<file path="src/sv/pidpd_pkg.sv">
// ----------------------------------------------------------------------------
// pidpd_pkg
// Shared types, register codes and Q16.16 saturation helpers for the PID core.
// ----------------------------------------------------------------------------
package pidpd_pkg;

	localparam int WORD_W    = 32;
	localparam int FRAC_BITS = 16;
	localparam int LIM_W     = WORD_W - 1;
	localparam int CFG_IDX_W = 3;

	// configuration register indexes
	localparam logic [CFG_IDX_W-1:0] CFG_LOOP_MODE      = 3'd0;
	localparam logic [CFG_IDX_W-1:0] CFG_GAIN_P         = 3'd1;
	localparam logic [CFG_IDX_W-1:0] CFG_GAIN_I         = 3'd2;
	localparam logic [CFG_IDX_W-1:0] CFG_GAIN_D         = 3'd3;
	localparam logic [CFG_IDX_W-1:0] CFG_OUTPUT_LIMIT   = 3'd4;
	localparam logic [CFG_IDX_W-1:0] CFG_INTEGRAL_LIMIT = 3'd5;

	// loop modes and commands
	localparam logic MODE_POSITIONAL  = 1'b0;
	localparam logic MODE_INCREMENTAL = 1'b1;
	localparam logic CMD_STEP         = 1'b0;
	localparam logic CMD_CLEAR        = 1'b1;

	typedef logic signed [WORD_W-1:0]   word_t;
	typedef logic        [LIM_W-1:0]    lim_t;
	typedef logic signed [2*WORD_W-1:0] prod_t;
	typedef logic signed [35:0]         wide_t;

	typedef struct packed {
		logic  loop_mode;
		word_t gain_p;
		word_t gain_i;
		word_t gain_d;
		lim_t  output_limit;
		lim_t  integral_limit;
	} cfg_t;

	localparam wide_t WIDE_MAX = 36'sd2147483647;
	localparam wide_t WIDE_MIN = -36'sd2147483648;
	localparam prod_t PROD_MAX = 64'sd2147483647;
	localparam prod_t PROD_MIN = -64'sd2147483648;

	// saturate an exact sum to the signed word range
	function automatic word_t sat_word(input wide_t x);
		word_t r;
		if (x > WIDE_MAX) begin
			r = WIDE_MAX[WORD_W-1:0];
		end else if (x < WIDE_MIN) begin
			r = WIDE_MIN[WORD_W-1:0];
		end else begin
			r = x[WORD_W-1:0];
		end
		return r;
	endfunction

	// drop the fraction bits of a product (floor), then saturate
	function automatic word_t q_scale(input prod_t p);
		prod_t sh;
		word_t r;
		sh = p >>> FRAC_BITS;
		if (sh > PROD_MAX) begin
			r = PROD_MAX[WORD_W-1:0];
		end else if (sh < PROD_MIN) begin
			r = PROD_MIN[WORD_W-1:0];
		end else begin
			r = sh[WORD_W-1:0];
		end
		return r;
	endfunction

	// clamp to plus or minus a non-negative limit
	function automatic word_t clamp_mag(input word_t x, input lim_t lim);
		word_t hi;
		word_t lo;
		word_t r;
		hi = signed'({1'b0, lim});
		lo = -hi;
		if (x > hi) begin
			r = hi;
		end else if (x < lo) begin
			r = lo;
		end else begin
			r = x;
		end
		return r;
	endfunction

endpackage

</file>
<file path="src/sv/pidpd_cfg_regs.sv">
// ----------------------------------------------------------------------------
// pidpd_cfg_regs
// Write-only configuration registers: loop mode, three gains and two limits.
// ----------------------------------------------------------------------------
module pidpd_cfg_regs
	import pidpd_pkg::*;
(
	input  logic                 clk,
	input  logic                 arst_n,
	input  logic                 cfg_wr_en,
	input  logic [CFG_IDX_W-1:0] cfg_index,
	input  logic [WORD_W-1:0]    cfg_data,
	output cfg_t                 cfg
);

	cfg_t cfg_q;

	// register writes, unknown indexes are dropped
	always_ff @(posedge clk or negedge arst_n) begin
		if (!arst_n) begin
			cfg_q <= '0;
		end else if (cfg_wr_en) begin
			unique case (cfg_index)
				CFG_LOOP_MODE:      cfg_q.loop_mode      <= cfg_data[0];
				CFG_GAIN_P:         cfg_q.gain_p         <= signed'(cfg_data);
				CFG_GAIN_I:         cfg_q.gain_i         <= signed'(cfg_data);
				CFG_GAIN_D:         cfg_q.gain_d         <= signed'(cfg_data);
				CFG_OUTPUT_LIMIT:   cfg_q.output_limit   <= cfg_data[LIM_W-1:0];
				CFG_INTEGRAL_LIMIT: cfg_q.integral_limit <= cfg_data[LIM_W-1:0];
				default: ;
			endcase
		end
	end

	assign cfg = cfg_q;

endmodule

</file>
<file path="config.mk">
export PLATFORM = sky130hd
export DESIGN_NAME = pidpd_cfg_regs
export DESIGN_NICKNAME = d
export VERILOG_FILES = /design/src/sv/pidpd_pkg.sv /design/src/sv/pidpd_cfg_regs.sv
export SDC_FILE = /design/constraint.sdc
export NUM_CORES = 1
export LEC_CHECK = 0
export ABC_AREA = 1
export BUFFER_PORTS_ARGS = -buffer_cell sky130_fd_sc_hd__buf_4
export CAP_MARGIN = 20
export CORE_MARGIN = 10
export CORE_UTILIZATION = 54
export DETAILED_ROUTE_END_ITERATION = 16
export HOLD_SLACK_MARGIN = 0.08
export PLACE_DENSITY = 0.87
export SLEW_MARGIN = 10
export SYNTH_ARGS = -nofsm -noshare
export SYNTH_HDL_FRONTEND = slang
export SYNTH_SLANG_ARGS = --single-unit
</file>
<file path="constraint.sdc">
create_clock -name clk -period 1.24 [get_ports clk]
set_input_delay 0 -clock clk [delete_from_list [all_inputs] [get_ports clk]]
set_output_delay 0 -clock clk [all_outputs]
set_load 0.01 [all_outputs]
</file>
Word level (Yosys, flattened, before mapping)
Cells that the tools add are included.
- input bits: 38
- register bits: 159
- logic and storage cells: 18
- output and inout bits: 159
- equal/unequal tests: 5
- reductions and logical operators: 7
- operator list (operator ; count):
    $reduce_and A2 Y1 ; 6
    $eq A3 B2 Y1 const B ; 2
    $eq A3 B3 Y1 const B ; 2
    $eq A3 B1 Y1 const B ; 1
    $logic_not A3 Y1 ; 1

Longest topological paths before layout
Gate-level depths: netlist of the first run.
- depth in word-level cells: 2
- depth in mapped cells: 6
- mapped depth without buffers: 5

Least setup slack after synthesis of the first run
Ideal clock, no wire load.
- kind: input to register
- start point: input port cfg_index[1]
- end point: register cfg_q (netlist bit cfg[41])
- arrival: 0.697 ns
- setup slack: 0.426 ns
- stages on the path: 5
- required time: 1.123 ns
- buffers on the path: 1
- library setup time: 0.117 ns
- cell sequence: nor2_1 nand2_1 clkbuf_1 nand2_1 nand2_1
- cells in the longest elaborated chain, start to end: 2
- RTL lines (element ; line ; RTL):
    start: declaration ; pidpd_cfg_regs.sv:11 ; input logic [CFG_IDX_W-1:0] cfg_index,
    $eq A3 B3 Y1 ; pidpd_cfg_regs.sv:23 ; unique case (cfg_index)
    $reduce_and A2 Y1 (no line) ; - ;
    end: declaration ; pidpd_cfg_regs.sv:16 ; cfg_t cfg_q;
No other way between the ends.
A chain may end at the register's enable or synchronous reset.

Worst setup path after layout of the first run
- start point: register cfg_q (netlist bit cfg[148])
- end point: output port cfg[148] in the netlist's numbering
- RTL lines (element ; line ; RTL):
    end: declaration ; pidpd_cfg_regs.sv:13 ; output cfg_t cfg
No word-level cell between the ends.

==> out/qor.txt, run 1 <==
Gpl congestion -> 0.8506
Number of global-route vias before repair -> 5947
CTS Sinks -> 159
Power density over the cells -> 1759 nW/µm²
WP data required -> 1.24 ns
Most frequent cells in the layout -> nand2_1 (391), buf_4 (223), dfrtp_1 (159)
DP HPWL -> 14.65 mm
Max Fclk -> 1.010 GHz
Outcome -> finished clean
# IOs -> 197
CP Buf/Inv Count -> 1
Chip Height -> 126.7 µm
DRC -> 0
Max_cap viols -> 0
Core ar. -> 10980 µm²
Crit Path Category -> reg -> out
Starting DRT DRC Count -> 601
Slowest CP cell -> dfrtp_1
CTS HTree Levels -> 4
Max incr delay on CP -> 0.42 ns
Filler cells -> 724
Grt total ovfl -> 0
Largest net degree at the start of global routing -> 47
Leading cell type in the layout, fill and taps excluded -> nand2_1
Fin. max-slew vios -> 0
P_leak -> 4.958 nW
Worst setup EP type -> output pin
Clk_skew -> 0 ns
Hold Crit Class -> in -> async
Clk buf depth -> 2
Post-synthesis register bit count -> 159
Cell Rows -> 38
Crit path launch type -> flop
Syn_nets -> 736
Worst slew pin tran -> 0.4609 ns
TritonRoute pass-1 iters -> 6
Max VDD drop -> 0.9286 mV
Die W -> 126.7 µm
RSZ-0062 raised after global routing -> no
Final Hold Fails -> 0
Setup TNS -> 0 ns
CTS root buf -> clkbuf_16
DIE AREA -> 16060 µm²
Port bufs -> 196
Area Overhead vs Synth -> 43.50%
Post-route antenna net violation count -> 0
Vias -> 5885
Post-synthesis cell type count -> 10
Max FFs per register -> 159
Average via count per standard cell -> 5.394
Crit-path cells -> buf_4
Final setup vio count -> 0
Avg Inst Size Synth -> 8.810 µm²
Worst-path fanout max -> 2
First-pass GRT wire length -> 32.75 mm
Post-Syn Area -> 6150 µm²
Clock transition at path regs -> 0.07 ns
Initial Utilization -> 0.5599
Initial antenna violation count -> 0
Post-Syn Instances -> 698
Ys Warns -> 0
Minimum clock period -> 0.9905 ns
CP delay by family, top -> flip-flops
Nets -> 976
Diode count -> 0
CP arrival -> 0.99 ns
Fin crit share -> 0.7988
WL final -> 20.93 mm
Total track usage -> 0.2540
TritonCTS Buffers -> 17
Final core occ -> 0.8035
Worst rel slew slack -> 0.6927
Share of layout cells above drive strength 1 -> 0.2818
Sequential share of the synthesized area -> 0.6470
Post-CTS Setup Bufs -> 0
Insertion delay to the later sink of the worst-skew pair -> 0.41 ns
CTS tree -> done
Average wire per standard cell -> 19.19 µm
[logic make-up after synthesis]
logic type | after synthesis | share of synthesized area
buffers and inverters | 46 | 0.03133
flip-flops | 159 | 0.6470
AND/OR/NAND/NOR | 493 | 0.3217
[power breakdown]
group | switching [W] | leakage (nW) | internal, W
clock | 0.00228 | 0.283 | 0.00270
combinational | 0.00197 | 2.68 | 0.00179
sequential | 0.000624 | 2.00 | 0.00616
total | 0.00487 | 4.96 | 0.0107
[layer usage]
layer / global-route usage / up-vias / wire length (µm)
li1: - / 2660 / -
met1: 0.3125 / 2852 / 8220
met2: 0.4004 / 320 / 9816
met3: 0.08538 / 53 / 2137
met4: 0.1105 / 0 / 758
met5: 0 / - / 0
[path summary, 6_finish.rpt]
kind | endpoint | slack [ns] | cells after the start | startpoint
min in group clk | cfg[61]$_DFFE_PN0P_ | 0.10 | 5 | cfg_index[1]
max in group asynchronous | cfg[37]$_DFFE_PN0P_ | 0.58 | 3 | arst_n
worst max-delay path | cfg[148] | 0.25 | 1 | cfg[148]$_DFFE_PN0P_
worst min-delay path | cfg[142]$_DFFE_PN0P_ | 0.08 | 2 | arst_n
worst min register to register | cfg[137]$_DFFE_PN0P_ | 0.47 | 2 | cfg[137]$_DFFE_PN0P_
worst max register to register | cfg[148]$_DFFE_PN0P_ | 0.55 | 2 | cfg[148]$_DFFE_PN0P_
[Yosys cell counts]
| cell type | count | area (µm²) |
|---|---|---|
| inv_1 | 4 | 15.01 |
| nor2_2 | 3 | 18.77 |
| buf_2 | 16 | 80.08 |
| nand3_1 | 96 | 480.5 |
| dfrtp_1 | 159 | 3979 |
| buf_1 | 3 | 11.26 |
| nor2_1 | 3 | 11.26 |
| clkbuf_1 | 21 | 78.83 |
| inv_2 | 2 | 7.510 |
| nand2_1 | 391 | 1468 |
[what timing repair did]
item / in CTS / in global routing
gates resized for setup: 0 / 0
endpoints found under the hold margin: 318 / 0
hold buffers: 33 / 0
[area by class of cell]
cell class,count,area [µm²],area share
flip-flops and latches,159,3979,0.4509
repair buffers,261,2096,0.2375
multi-input cells,493,1991,0.2256
clock buffers,18,439.2,0.04977
well taps,140,175.2,0.01985
clock inverters,14,122.6,0.01389
inverters,6,22.52,0.002552
[stage by stage]
step,hold slack [ns],total power [W],instance area [µm²],setup WS (ns),cells
finish,0.08007,0.01552,8825,0.2495,1091
global route,0.1134,0.01619,8825,0.2353,1091
global placement,-0.04009,0.01038,7933,0.3433,1026
detailed placement,-0.03806,0.01051,7933,0.3219,1026
floorplan,-0.2956,0.008103,6150,0.4259,698
CTS,0.09052,0.01557,8825,0.2491,1091
(Power assumes the default switching activity.)
==> run 2, diff against run 1 <==
Settings changed: CORE_UTILIZATION 54 to 46, PLACE_DENSITY 0.87 to 0.79.
Clock period 1.24 ns to 0.9 ns, I/O delays scaled along.
==> run 2 against run 1 <==
Against the previous run: the run now ends with negative setup slack left; non-clock buffer count rose by 88; sequential power rose by 42%; critical path depth stayed put; worst setup slack got worse by 0.37 ns; sequential share of layout area shrank 6.9 points; cell count up 11%; largest cell class unchanged; highest routed layer unchanged.
==> out/qor.txt, run 2 (same netlist as run 1, synthesis figures left out) <==
Average via count per standard cell -> 5.267
Failing checks -> negative setup slack
CTS root buf -> clkbuf_16
Number of global-route vias before repair -> 6368
Chip Height -> 135.6 µm
Final core occ -> 0.7897
Gpl congestion -> 0.8516
Clock transition at path regs -> 0.07 ns
Max Fclk -> 0.9840 GHz
Clk buf depth -> 2
RSZ-0062 raised after global routing -> yes
Slowest CP cell -> dfrtp_1
Nets -> 1064
Final Hold Fails -> 0
WL final -> 24.59 mm
Max VDD drop -> 1.469 mV
Max_cap viols -> 0
Max incr delay on CP -> 0.44 ns
Most frequent cells in the layout -> nand2_1 (390), buf_6 (161), dfrtp_1 (159)
CP Buf/Inv Count -> 1
Crit path launch type -> flop
Worst rel slew slack -> 0.7578
Final worst setup slack -> -0.1163 ns
CP arrival -> 1.02 ns
Total track usage -> 0.2476
Port bufs -> 196
First-pass GRT wire length -> 35.25 mm
DP HPWL -> 14.51 mm
Initial antenna violation count -> 0
Vias -> 6400
DRC -> 0
Crit Path Category -> reg -> out
Final setup vio count -> 162
TritonRoute pass-1 iters -> 7
Share of layout cells above drive strength 1 -> 0.3407
Insertion delay to the later sink of the worst-skew pair -> 0.42 ns
# IOs -> 197
Fin crit share -> 1.129
CTS tree -> done
Core ar. -> 13190 µm²
Setup TNS -> -7.764 ns
Initial Utilization -> 0.4662
P_leak -> 5.679 nW
Power density over the cells -> 2444 nW/µm²
Cell Rows -> 42
DIE AREA -> 18390 µm²
Diode count -> 0
Average wire per standard cell -> 20.24 µm
Crit-path cells -> buf_6
Placed cell count -> 1063
Post-route antenna net violation count -> 0
Leading cell type in the layout, fill and taps excluded -> nand2_1
Grt total ovfl -> 0
Largest net degree at the start of global routing -> 53
TritonCTS Buffers -> 17
WP data required -> 0.90 ns
Fin. max-slew vios -> 0
CTS HTree Levels -> 4
CP delay by family, top -> flip-flops
Starting DRT DRC Count -> 643
CTS Sinks -> 159
Worst slew pin tran -> 0.3633 ns
Area Overhead vs Synth -> 69.38%
Worst-path fanout max -> 2
Non-filler cells, final -> 1215
Worst setup EP type -> output pin
Clk_skew -> 0 ns
Hold Crit Class -> in -> async
Outcome -> finished with violations
Minimum clock period -> 1.016 ns
Die W -> 135.6 µm
Max FFs per register -> 159
==> run 2: final cells by class <==
| cell class | count | area [µm²] |
|---|---|---|
| Timing Repair Buffer | 349 | 3490 |
| Sequential cell | 159 | 3979 |
| Clock inverter | 14 | 262.8 |
| Fill cell | 742 | 2774 |
| Clock buffer | 18 | 439.2 |
| Multi-Input combinational cell | 493 | 2003 |
| Inverter | 6 | 22.52 |
| Tap cell | 176 | 220.2 |
==> run 2: worst paths after layout <==
check	startpoint	cells after the start	to	slack (ns)
worst max register to register	cfg[135]$_DFFE_PN0P_	4	cfg[135]$_DFFE_PN0P_	-0.01
max in group asynchronous	arst_n	3	cfg[83]$_DFFE_PN0P_	0.36
worst min register to register	cfg[106]$_DFFE_PN0P_	2	cfg[106]$_DFFE_PN0P_	0.50
min in group clk	cfg_index[1]	5	cfg[126]$_DFFE_PN0P_	0.06
worst min-delay path	arst_n	2	cfg[150]$_DFFE_PN0P_	0.04
worst max-delay path	cfg[10]$_DFFE_PN0P_	1	cfg[10]	-0.12
==> run 2: report_power, final <==
part	internal [W]	total, W	switching [W]
logic	0.00413	0.00727	0.00314
registers	0.00850	0.00961	0.00112
clock network	0.00557	0.00858	0.00301
==> run 2: layer usage <==
metal / part of all wire / track usage / vias up / wire [µm]
met5: 0 / 0 / - / 0
met2: 0.50 / 0.4017 / 376 / 12210
met4: 0.047 / 0.1238 / 0 / 1145
li1: - / - / 2835 / -
met1: 0.37 / 0.2922 / 3102 / 9063
met3: 0.088 / 0.07493 / 87 / 2172
==> run 2: stage by stage <==
step                total power, W  setup slack, ns  hold slack [ns]  area (µm²)
finish                     0.02546          -0.1163          0.04097       10420
global route               0.02639          -0.1091          0.05715       10420
CTS                        0.02472         -0.09617          0.03888       10100
detailed placement         0.01454         -0.07303         -0.07986        8120
global placement           0.01440         -0.02195         -0.07626        8120
floorplan                  0.01116          0.08592          -0.2956        6150
==> run 2: timing repair <==
action / in CTS / in global routing
hold buffers: 34 / 3
pin swaps: 0 / 0
endpoints found under the setup margin: 159 / 173
endpoints found under the hold margin: 318 / 25
buffers inserted: 45 / 39
resized for setup: 159 / 2
