$ cat config.mk
export PLATFORM = sky130hd
export DESIGN_NAME = pidpd_accum
export DESIGN_NICKNAME = d
export VERILOG_FILES = /design/src/sv/pidpd_pkg.sv /design/src/sv/pidpd_accum.sv
export SDC_FILE = /design/constraint.sdc
export NUM_CORES = 1
export LEC_CHECK = 0
export BUFFER_PORTS_ARGS = -buffer_cell sky130_fd_sc_hd__buf_2
export CAP_MARGIN = 10
export CORE_AREA = 2 2 141 280
export DETAILED_ROUTE_END_ITERATION = 8
export DIE_AREA = 0 0 143 282
export GPL_TIMING_DRIVEN = 1
export PLACE_DENSITY = 0.79
export SLEW_MARGIN = 20
export SYNTH_ARGS = -nofsm -noshare
export SYNTH_HDL_FRONTEND = slang
export SYNTH_SLANG_ARGS = --single-unit
$ cat constraint.sdc
create_clock -name clk -period 25.5 [get_ports clk]
set_clock_uncertainty 0.1 [all_clocks]
set_input_delay 5.1 -clock clk [delete_from_list [all_inputs] [get_ports clk]]
set_output_delay 5.1 -clock clk [all_outputs]
set_load 0.03 [all_outputs]
$ cat src/sv/pidpd_pkg.sv
// ----------------------------------------------------------------------------
// pidpd_pkg
// Shared types, register codes and Q16.16 saturation helpers for the PID core.
// ----------------------------------------------------------------------------
package pidpd_pkg;

	localparam int WORD_W    = 32;
	localparam int FRAC_BITS = 16;
	localparam int LIM_W     = WORD_W - 1;
	localparam int CFG_IDX_W = 3;

	// configuration register indexes
	localparam logic [CFG_IDX_W-1:0] CFG_LOOP_MODE      = 3'd0;
	localparam logic [CFG_IDX_W-1:0] CFG_GAIN_P         = 3'd1;
	localparam logic [CFG_IDX_W-1:0] CFG_GAIN_I         = 3'd2;
	localparam logic [CFG_IDX_W-1:0] CFG_GAIN_D         = 3'd3;
	localparam logic [CFG_IDX_W-1:0] CFG_OUTPUT_LIMIT   = 3'd4;
	localparam logic [CFG_IDX_W-1:0] CFG_INTEGRAL_LIMIT = 3'd5;

	// loop modes and commands
	localparam logic MODE_POSITIONAL  = 1'b0;
	localparam logic MODE_INCREMENTAL = 1'b1;
	localparam logic CMD_STEP         = 1'b0;
	localparam logic CMD_CLEAR        = 1'b1;

	typedef logic signed [WORD_W-1:0]   word_t;
	typedef logic        [LIM_W-1:0]    lim_t;
	typedef logic signed [2*WORD_W-1:0] prod_t;
	typedef logic signed [35:0]         wide_t;

	typedef struct packed {
		logic  loop_mode;
		word_t gain_p;
		word_t gain_i;
		word_t gain_d;
		lim_t  output_limit;
		lim_t  integral_limit;
	} cfg_t;

	localparam wide_t WIDE_MAX = 36'sd2147483647;
	localparam wide_t WIDE_MIN = -36'sd2147483648;
	localparam prod_t PROD_MAX = 64'sd2147483647;
	localparam prod_t PROD_MIN = -64'sd2147483648;

	// saturate an exact sum to the signed word range
	function automatic word_t sat_word(input wide_t x);
		word_t r;
		if (x > WIDE_MAX) begin
			r = WIDE_MAX[WORD_W-1:0];
		end else if (x < WIDE_MIN) begin
			r = WIDE_MIN[WORD_W-1:0];
		end else begin
			r = x[WORD_W-1:0];
		end
		return r;
	endfunction

	// drop the fraction bits of a product (floor), then saturate
	function automatic word_t q_scale(input prod_t p);
		prod_t sh;
		word_t r;
		sh = p >>> FRAC_BITS;
		if (sh > PROD_MAX) begin
			r = PROD_MAX[WORD_W-1:0];
		end else if (sh < PROD_MIN) begin
			r = PROD_MIN[WORD_W-1:0];
		end else begin
			r = sh[WORD_W-1:0];
		end
		return r;
	endfunction

	// clamp to plus or minus a non-negative limit
	function automatic word_t clamp_mag(input word_t x, input lim_t lim);
		word_t hi;
		word_t lo;
		word_t r;
		hi = signed'({1'b0, lim});
		lo = -hi;
		if (x > hi) begin
			r = hi;
		end else if (x < lo) begin
			r = lo;
		end else begin
			r = x;
		end
		return r;
	endfunction

endpackage

$ cat src/sv/pidpd_accum.sv
// ----------------------------------------------------------------------------
// pidpd_accum
// Scaling, partial sum, integral accumulator and output clamp.
// ----------------------------------------------------------------------------
module pidpd_accum
	import pidpd_pkg::*;
(
	input  logic  clk,
	input  logic  arst_n,
	input  logic  ld_s4,
	input  logic  ld_s5,
	input  cfg_t  cfg,
	input  logic  clr_s3,
	input  prod_t prod_p_s3,
	input  prod_t prod_i_s3,
	input  prod_t prod_d_s3,
	output word_t drive
);

	logic               clr_s4;
	logic signed [33:0] presum_s4;
	word_t              term_i_s4;
	word_t              integral_q;
	word_t              last_q;

	word_t              term_p;
	word_t              term_i;
	word_t              term_d;
	logic signed [33:0] presum_c;
	word_t              integral_c;
	word_t              sum_c;

	// scale products and add the terms that do not feed back
	always_comb begin
		term_p   = q_scale(prod_p_s3);
		term_i   = q_scale(prod_i_s3);
		term_d   = q_scale(prod_d_s3);
		presum_c = 34'(term_p) + 34'(term_d);
		if (cfg.loop_mode == MODE_INCREMENTAL) begin
			presum_c = presum_c + 34'(term_i);
		end
	end

	always_ff @(posedge clk) begin
		if (ld_s4) begin
			clr_s4    <= clr_s3;
			presum_s4 <= presum_c;
			term_i_s4 <= term_i;
		end
	end

	// accumulator update and final sum
	always_comb begin
		if (cfg.loop_mode == MODE_INCREMENTAL) begin
			integral_c = term_i_s4;
			sum_c      = sat_word(36'(last_q) + 36'(presum_s4));
		end else begin
			integral_c = clamp_mag(sat_word(36'(integral_q) + 36'(term_i_s4)),
				cfg.integral_limit);
			sum_c      = sat_word(36'(presum_s4) + 36'(integral_c));
		end
	end

	// last output doubles as the result register
	always_ff @(posedge clk or negedge arst_n) begin
		if (!arst_n) begin
			integral_q <= '0;
			last_q     <= '0;
		end else if (ld_s5) begin
			if (clr_s4) begin
				integral_q <= '0;
				last_q     <= '0;
			end else begin
				integral_q <= integral_c;
				last_q     <= clamp_mag(sum_c, cfg.output_limit);
			end
		end
	end

	assign drive = last_q;

endmodule

Yosys cells after proc, flatten, opt, wreduce, memory -nomap -nowiden

Index checks and enable logic that the tools add are counted.
Widths: inputs -> output; s select.

Logic and storage cells: 51
Bits in registers: 131
Bits of input ports: 356

Add/subtract/negate cells: 7
Mux-type cells: 23
$lt $le $gt $ge: 16

Operators by type and width:

| operator             | count |
|---|---|
| $mux 32              | 22 |
| $gt 48x32->1 const B | 3 |
| $lt 48x32->1 const B | 3 |
| $gt 35x32->1 const B | 2 |
| $lt 35x32->1 const B | 2 |
| $add 32x32->33       | 2 |
| $gt 32x32->1         | 2 |
| $lt 32x32->1         | 2 |
| $neg 31->32          | 2 |
| $add 32x34->35       | 1 |
| $add 34x32->35       | 1 |
| $add 33x32->34       | 1 |
| $mux 34              | 1 |
| $gt 33x32->1 const B | 1 |
| $lt 33x32->1 const B | 1 |

Longest topological paths before layout

Gate-level depths: netlist of run 1.

Depth in word-level cells: 18
Mapped depth: 55
Mapped depth without buffers: 50

Worst setup path before layout of run 1

Ideal clock, no wire load.

Kind: input to register
From: in cfg[1] in the netlist's numbering
To: reg last_q[10] (netlist: drive[10])
Data required time: 25330 ps
Stages: 43
Path buffers: 4
Setup slack: 11194 ps
Arrival: 14136 ps
Cell sequence: inv_1 -> ha_1 -> nand2_1 -> nor4_1 -> nand2_1 -> nor2_1 -> nand3_1 -> xnor2_1 -> ha_1 -> a21o_1 -> a21o_1 -> a21o_1 -> a21oi_1 -> o21ai_0 -> o21ai_0 -> and2_1 -> clkbuf_1 -> clkbuf_1 -> [... 7 more ...] -> a21oi_1 -> a21oi_1 -> xnor2_1 -> o31ai_1 -> clkbuf_1 -> o211ai_1 -> and2_1 -> ha_1 -> and4_1 -> a21oi_1 -> nand2_1 -> a2111o_1 -> a211oi_1 -> xor2_1 -> clkbuf_1 -> o211ai_1 -> a221o_1 -> nand3_1

Word-level cells in the longest chain between the ends: 14

RTL lines:

| item                 | line              | text |
|---|---|---|
| start, declared      | pidpd_accum.sv:12 | `input cfg_t cfg,` |
| $neg 31->32          | pidpd_pkg.sv:79   | `lo = -hi;` |
| $lt 32x32->1         | pidpd_pkg.sv:82   | `end else if (x < lo) begin` |
| $mux 32              | pidpd_pkg.sv:82   |  |
| $mux 32 (*)          | pidpd_pkg.sv:80   | `if (x > hi) begin` |
| $mux 32 (*)          | pidpd_accum.sv:54 | `if (cfg.loop_mode == MODE_INCREMENTAL) begin` |
| $add 34x32->35 (*)   | pidpd_accum.sv:60 | `sum_c = sat_word(36'(presum_s4) + 36'(integral_c));` |
| $lt 35x32->1         | pidpd_pkg.sv:50   | `end else if (x < WIDE_MIN) begin` |
| $mux 32              | pidpd_pkg.sv:50   |  |
| $mux 32 (*)          | pidpd_pkg.sv:48   | `if (x > WIDE_MAX) begin` |
| $mux 32 (*)          | pidpd_accum.sv:54 |  |
| $lt 32x32->1         | pidpd_pkg.sv:82   |  |
| $mux 32              | pidpd_pkg.sv:82   |  |
| $mux 32 (*)          | pidpd_pkg.sv:80   |  |
| $mux 32 (*)          | pidpd_accum.sv:70 | `if (clr_s4) begin` |
| end signal, assigned | pidpd_accum.sv:75 | `last_q <= clamp_mag(sum_c, cfg.output_limit);` |
| end, declared        | pidpd_accum.sv:24 | `word_t last_q;` |

Every way passes the cells marked *; elsewhere a longest branch is shown, timed or not. The select of a mux whose other input is x is not followed.
A chain may end at the register's enable or synchronous reset.

Worst setup path after layout of run 1

From: in cfg[1] in the netlist's numbering
To: reg last_q[16] (netlist: drive[16])

Same word-level chain as after synthesis.

==> results by group, run 1 <==
Synthesis
  – Top FF cell, synth: edfxtp_1
  – Synthesized area: 0.0207 sq mm
  – Post-synth EDFFs: 67
  – Area contributors post-synth: ha_1 (18%), edfxtp_1 (9.7%), dfrtp_1 (7.7%)
  – Netlist cell types: 95
  – Yosys top cell by area: ha_1
  – Synth async-reset ratio: 0.489
  – Synth Area per Inst: about 7.8 sq um
  – Synth warn: 0
  – Top-area cell type share of the netlist area: 0.176
  – Top cells by count, synth: nand2_1 (324), ha_1 (291), a21oi_1 (236)
  – FF+latch count, synth: approximately 130
  – Synth Instances: 2675
  – Most common cell in the netlist: nand2_1
  – Mapped Nets: ~3300
  – Seq/Total Area, Yosys: 0.174

Detailed routing
  – Routed WL: slightly above 80000 um
  – First DRT Iteration DRCs: 1488
  – Drt wl/cell: 24.4 um
  – Drc violations: 0
  – Via-to-Cell Ratio: between 6 and 7
  – Drt pass-1 iters: 5
  – ANT nets after route: 0
  – Vias: 22300

Die
  – Core region area: 0.0380 sq mm
  – Die area: 0.0403 sq mm
  – Initial Util: 0.545
  – Rows: 101
  – Die Y: 282 um
  – Die width: approximately 140 um
  – # IOs: 388

Critical path
  – R2r endpoint: drive[16]
  – Slowest cell delay on critical path: between 0.9 and 1 ns
  – Path depth of the worst reg2reg path: 47
  – Startpoint Class: primary input
  – Worst Path Required: 25.79 ns
  – Setup CP Type: primary input to flip-flop
  – Critical Path End: drive[16]
  – Endpoint class of the critical path: flip-flop
  – R2r setup slk: 8.62 ns
  – Max FO, Critical Path: 48
  – Critical Path Start: cfg[1]
  – Crit-path slowest cell: o41ai_1
  – Critical Path Stages: 44
  – Cell family with most CP delay: compound AO/OA/AOI/OAI gates
  – RR Startpoint: term_i_s4[1]
  – Critical path arrival: a little under 20 ns
  – Crit path buf inv count: 7

GRT
  – Initial antenna violation count: 4
  – Residual overflow from global routing: 0
  – Vias in the first global route: 22900
  – First-pass GRT wire length: 124000 um
  – Largest net degree at the start of global routing: 68
  – GRT Util Overall: 0.408

Clock tree
  – Clk slew on worst S/H paths: ~0.070 ns
  – Max Root-Sink Buffers: 2
  – CTS root buf: clkbuf_16
  – Setup Fix Bufs, Post-CTS: 0
  – Hold-fix buffers at CTS: 0
  – Clock sink count: approximately 130
  – Num CTS Buffers: 17
  – TritonCTS clock tree: done
  – Clock latency on the worst-skew pair: 0.47 ns
  – Post-CTS Resized: 0
  – H-tree depth: 4

Final layout
  – Proportion of layout cells with a drive suffix above 1: 0.132
  – Nets: 3511
  – Area grow syn2layout: 11.2%
  – Fillers: 3399

Placed design
  – Detailed placement HPWL: 67700 um
  – PortBufs: between 200 and 250
  – Routability Congestion: 1.03

STA
  – Slew Limit Fails: 0
  – RSZ-0062 raised after global routing: no
  – Sum Neg Setup Slack: 0 ns
  – Final setup viols: 0
  – Rel. slew slack: 0.194
  – Fin crit share: 0.752
  – Fmax: 52.2 MHz
  – Endpoints failing hold: 0
  – Slew @ Worst Pin: around 1.2 ns
  – Period minus WS final: ~19 ns

Run
  – Max-cap violations: 0

Run status
  – Status: completed

Min path
  – Hold Path Class: flip-flop to flip-flop
worst min path at each step:
stage,startpoint,end,slack [ns],depth (start not counted)
after global routing,integral_q[31],integral_q[31],0.43,1
final,integral_q[31],integral_q[31],0.40,1
after CTS,integral_q[31],integral_q[31],0.40,1
after detailed placement,integral_q[31],integral_q[31],0.38,1
after global placement,integral_q[17],integral_q[17],0.38,2
after floorplan,integral_q[31],integral_q[31],0.36,1
cells in the final DEF (no fill, tap or decap), types with 32 or more instances in the layout:
master and instances:
o211ai_1 42, nand4_1 51, nor3_1 63, ha_1 291
nand3_1 81, xor2_1 62, buf_4 32, o21a_1 33
xnor2_1 136, edfxtp_1 67, a21o_1 164, nor2_1 149
nand2_1 324, dfrtp_1 64, buf_2 243, o21ai_0 134
inv_1 133, a21oi_1 236
routing by layer:
metal,global-route usage,wire length [um],vias up,part of all wire
met5,0,0,-,0
met1,0.357,25800,10500,0.31
met4,0.401,9370,0,0.11
met3,0.0594,4210,409,0.051
met2,0.762,43400,1020,0.52
li1,-,-,10400,-
layout make-up:
type / count / area [sq um] / share of cell area
multi-input cells: 2300 / 16200 / 0.704
well taps: 515 / 644 / 0.0279
repair buffers: 275 / 1460 / 0.0631
clock inverters: 15 / 176 / 0.00765
diodes: 6 / 15.0 / 0.000651
flip-flops and latches: 131 / 3610 / 0.157
inverters: 134 / 503 / 0.0218
clock buffers: 17 / 425 / 0.0184
flip-flops by register name (all words and copies together) (netlist names):
name        flops
integral_q     32
presum_s4      34
drive          32
term_i_s4      32
clr_s4          1
per-stage QoR:
stage / setup slack (ns) / instance area, sq um / cells / hold slack (ns) / utilization
2_1_floorplan: 11.19 / 20700 / 2675 / 0.359 / -
3_3_place_gp: 6.77 / 22500 / 3355 / 0.381 / 0.590
3_5_place_dp: 6.62 / 22500 / 3355 / 0.381 / 0.590
4_1_cts: 7.05 / 23100 / 3387 / 0.403 / 0.606
5_1_grt: 5.96 / 23100 / 3390 / 0.434 / 0.606
6_report: 6.33 / 23100 / 3393 / 0.402 / 0.607
cells by family after synthesis:
family / count (synthesis) / synth area share
flops: 131 / 0.174
xor+xnor: 199 / 0.0840
simple gates: 851 / 0.196
buf+inv: 244 / 0.0469
fa+ha+maj: 296 / 0.180
mux: 33 / 0.0173
compound gates: 921 / 0.302
Power of run 1 is left out: the tool's default activity adds up to more than one toggle a clock period on the data nets, which glitch-free logic cannot reach.
==> inputs of run 2 (changes only) <==
==> constraint.sdc (replaced) <==
create_clock -name clk -period 17.7 [get_ports clk]
set_clock_uncertainty 0.1 [all_clocks]
set_input_delay 3.54 -clock clk [delete_from_list [all_inputs] [get_ports clk]]
set_output_delay 3.54 -clock clk [all_outputs]
set_load 0.03 [all_outputs]
==> results by group, run 2 (synthesis gave the netlist of run 1 again) <==
Clock tree
  – Clock latency on the worst-skew pair: 0.46 ns
  – Max Root-Sink Buffers: 2
  – Clk slew on worst S/H paths: 0.08 ns
  – Hold-fix buffers at CTS: 0
  – TritonCTS clock tree: done
  – Num CTS Buffers: 17
  – Clock sink count: 131
  – Setup Fix Bufs, Post-CTS: 0
  – Post-CTS Resized: 0
  – H-tree depth: 4
  – CTS root buf: clkbuf_16

Min path
  – Worst hold stages: 1
  – Hold Startpoint: integral_q[31]
  – Hold Path Class: flip-flop to flip-flop
  – WHS Endpoint: integral_q[31]

STA
  – Slew @ Worst Pin: between 1 and 1.5 ns
  – Slew Limit Fails: 0
  – Fmax: 61.4 MHz
  – Final setup viols: 0
  – Endpoints failing hold: 0
  – Rel. slew slack: 0.242
  – Fin crit share: 0.920
  – Period minus WS final: 16.28 ns
  – Sum Neg Setup Slack: 0 ns
  – RSZ-0062 raised after global routing: no

Critical path
  – RR Startpoint: term_i_s4[0]
  – Crit-path slowest cell: a211oi_1
  – Endpoint class of the critical path: flip-flop
  – Crit path buf inv count: 5
  – Max FO, Critical Path: 15
  – Slowest cell delay on critical path: 0.76 ns
  – Worst Path Required: 17.96 ns
  – Startpoint Class: primary input
  – R2r endpoint: drive[25]
  – Setup CP Type: primary input to flip-flop
  – R2r setup slk: 2.40 ns
  – Path depth of the worst reg2reg path: 50
  – Critical path arrival: 16.54 ns
  – Cell family with most CP delay: compound AO/OA/AOI/OAI gates

Final layout
  – Area grow syn2layout: 11.5%
  – Largest register FFs: 34
  – Reg with most FFs: presum_s4
  – Most frequent cells in the layout: nand2_1 (324), ha_1 (291), buf_2 (243)
  – Most common library cell in the layout ignoring fill and taps: nand2_1
  – Fin cells: 3403
  – Proportion of layout cells with a drive suffix above 1: 0.135
  – Nets: 3520
  – Fillers: ~3500

GRT
  – Largest net degree at the start of global routing: 68
  – GRT Util Overall: 0.407
  – Initial antenna violation count: 12
  – Vias in the first global route: 22900
  – Residual overflow from global routing: 0
  – First-pass GRT wire length: 125000 um

Die
  – Die width: 143 um
  – Rows: 101
  – Die area: about 0.040 sq mm
  – Core region area: 0.0380 sq mm
  – Initial Util: 0.545
  – # IOs: between 300 and 400
  – Die Y: between 200 and 300 um

Placed design
  – Placed Cells: 3364
  – Routability Congestion: around 1.0
  – PortBufs: 243
  – Detailed placement HPWL: 66600 um

Detailed routing
  – Drt wl/cell: 24.0 um
  – Via-to-Cell Ratio: about 6.6
  – Vias: between 20000 and 25000
  – Drc violations: 0
  – ANT nets after route: 0
  – First DRT Iteration DRCs: 1329
  – Routed WL: 81500 um
  – Drt pass-1 iters: 5

Run status
  – Status: completed

Run
  – Max-cap violations: 0
## run 2: layout make-up
class / instances / area (sq um) / area share
well taps: 515 / 644 / 0.0279
multi-input cells: 2300 / 16200 / 0.702
repair buffers: 284 / 1520 / 0.0659
diodes: 7 / 17.5 / 0.000757
clock buffers: 18 / 439 / 0.0190
flip-flops and latches: 131 / 3610 / 0.156
clock inverters: 14 / 143 / 0.00617
inverters: 134 / 503 / 0.0217
## run 2: worst register-to-register path, delay by kind of cell (launching register included)
family / cells / cell delay [ns]
AO/OA/AOI/OAI: 26 / 8.66
AND/OR/NAND/NOR: 11 / 2.57
adder cells (fa/ha/maj): 6 / 2.05
buffers and inverters: 5 / 0.99
flip-flops: 1 / 0.42
XOR/XNOR: 2 / 0.38
## run 2: per-stage QoR
| stage | setup slack [ns] | instance area [sq um] | utilization | hold slack (ns) |
|---|---|---|---|---|
| after floorplan | 4.95 | 20700 | - | 0.359 |
| final | 1.42 | 23100 | 0.608 | 0.402 |
| after CTS | 1.97 | 23100 | 0.608 | 0.404 |
| after detailed placement | 1.59 | 22500 | 0.592 | 0.378 |
| after global placement | 1.73 | 22500 | 0.592 | 0.378 |
| after global routing | 0.688 | 23100 | 0.608 | 0.433 |
## run 2: worst max-delay path by stage
stage            from         to  slack [ns]  cells past startpoint
5_1_grt        cfg[4]   drive[5]        0.69                     47
3_3_place_gp   cfg[4]  drive[25]        1.73                     45
3_5_place_dp   cfg[4]  drive[25]        1.59                     45
2_1_floorplan  cfg[1]  drive[10]        4.95                     43
4_1_cts        cfg[4]  drive[25]        1.97                     45
6_report       cfg[4]  drive[25]        1.42                     45
## run 2: per-layer routing
metal  track usage  up-vias  part of all wire
met1         0.362    10500              0.32
met2         0.759      960              0.52
met3        0.0640      395             0.048
met5             0        -           0.00050
li1              -    10400                 -
met4         0.384        6              0.11
Power of run 2 is left out for the same reason.
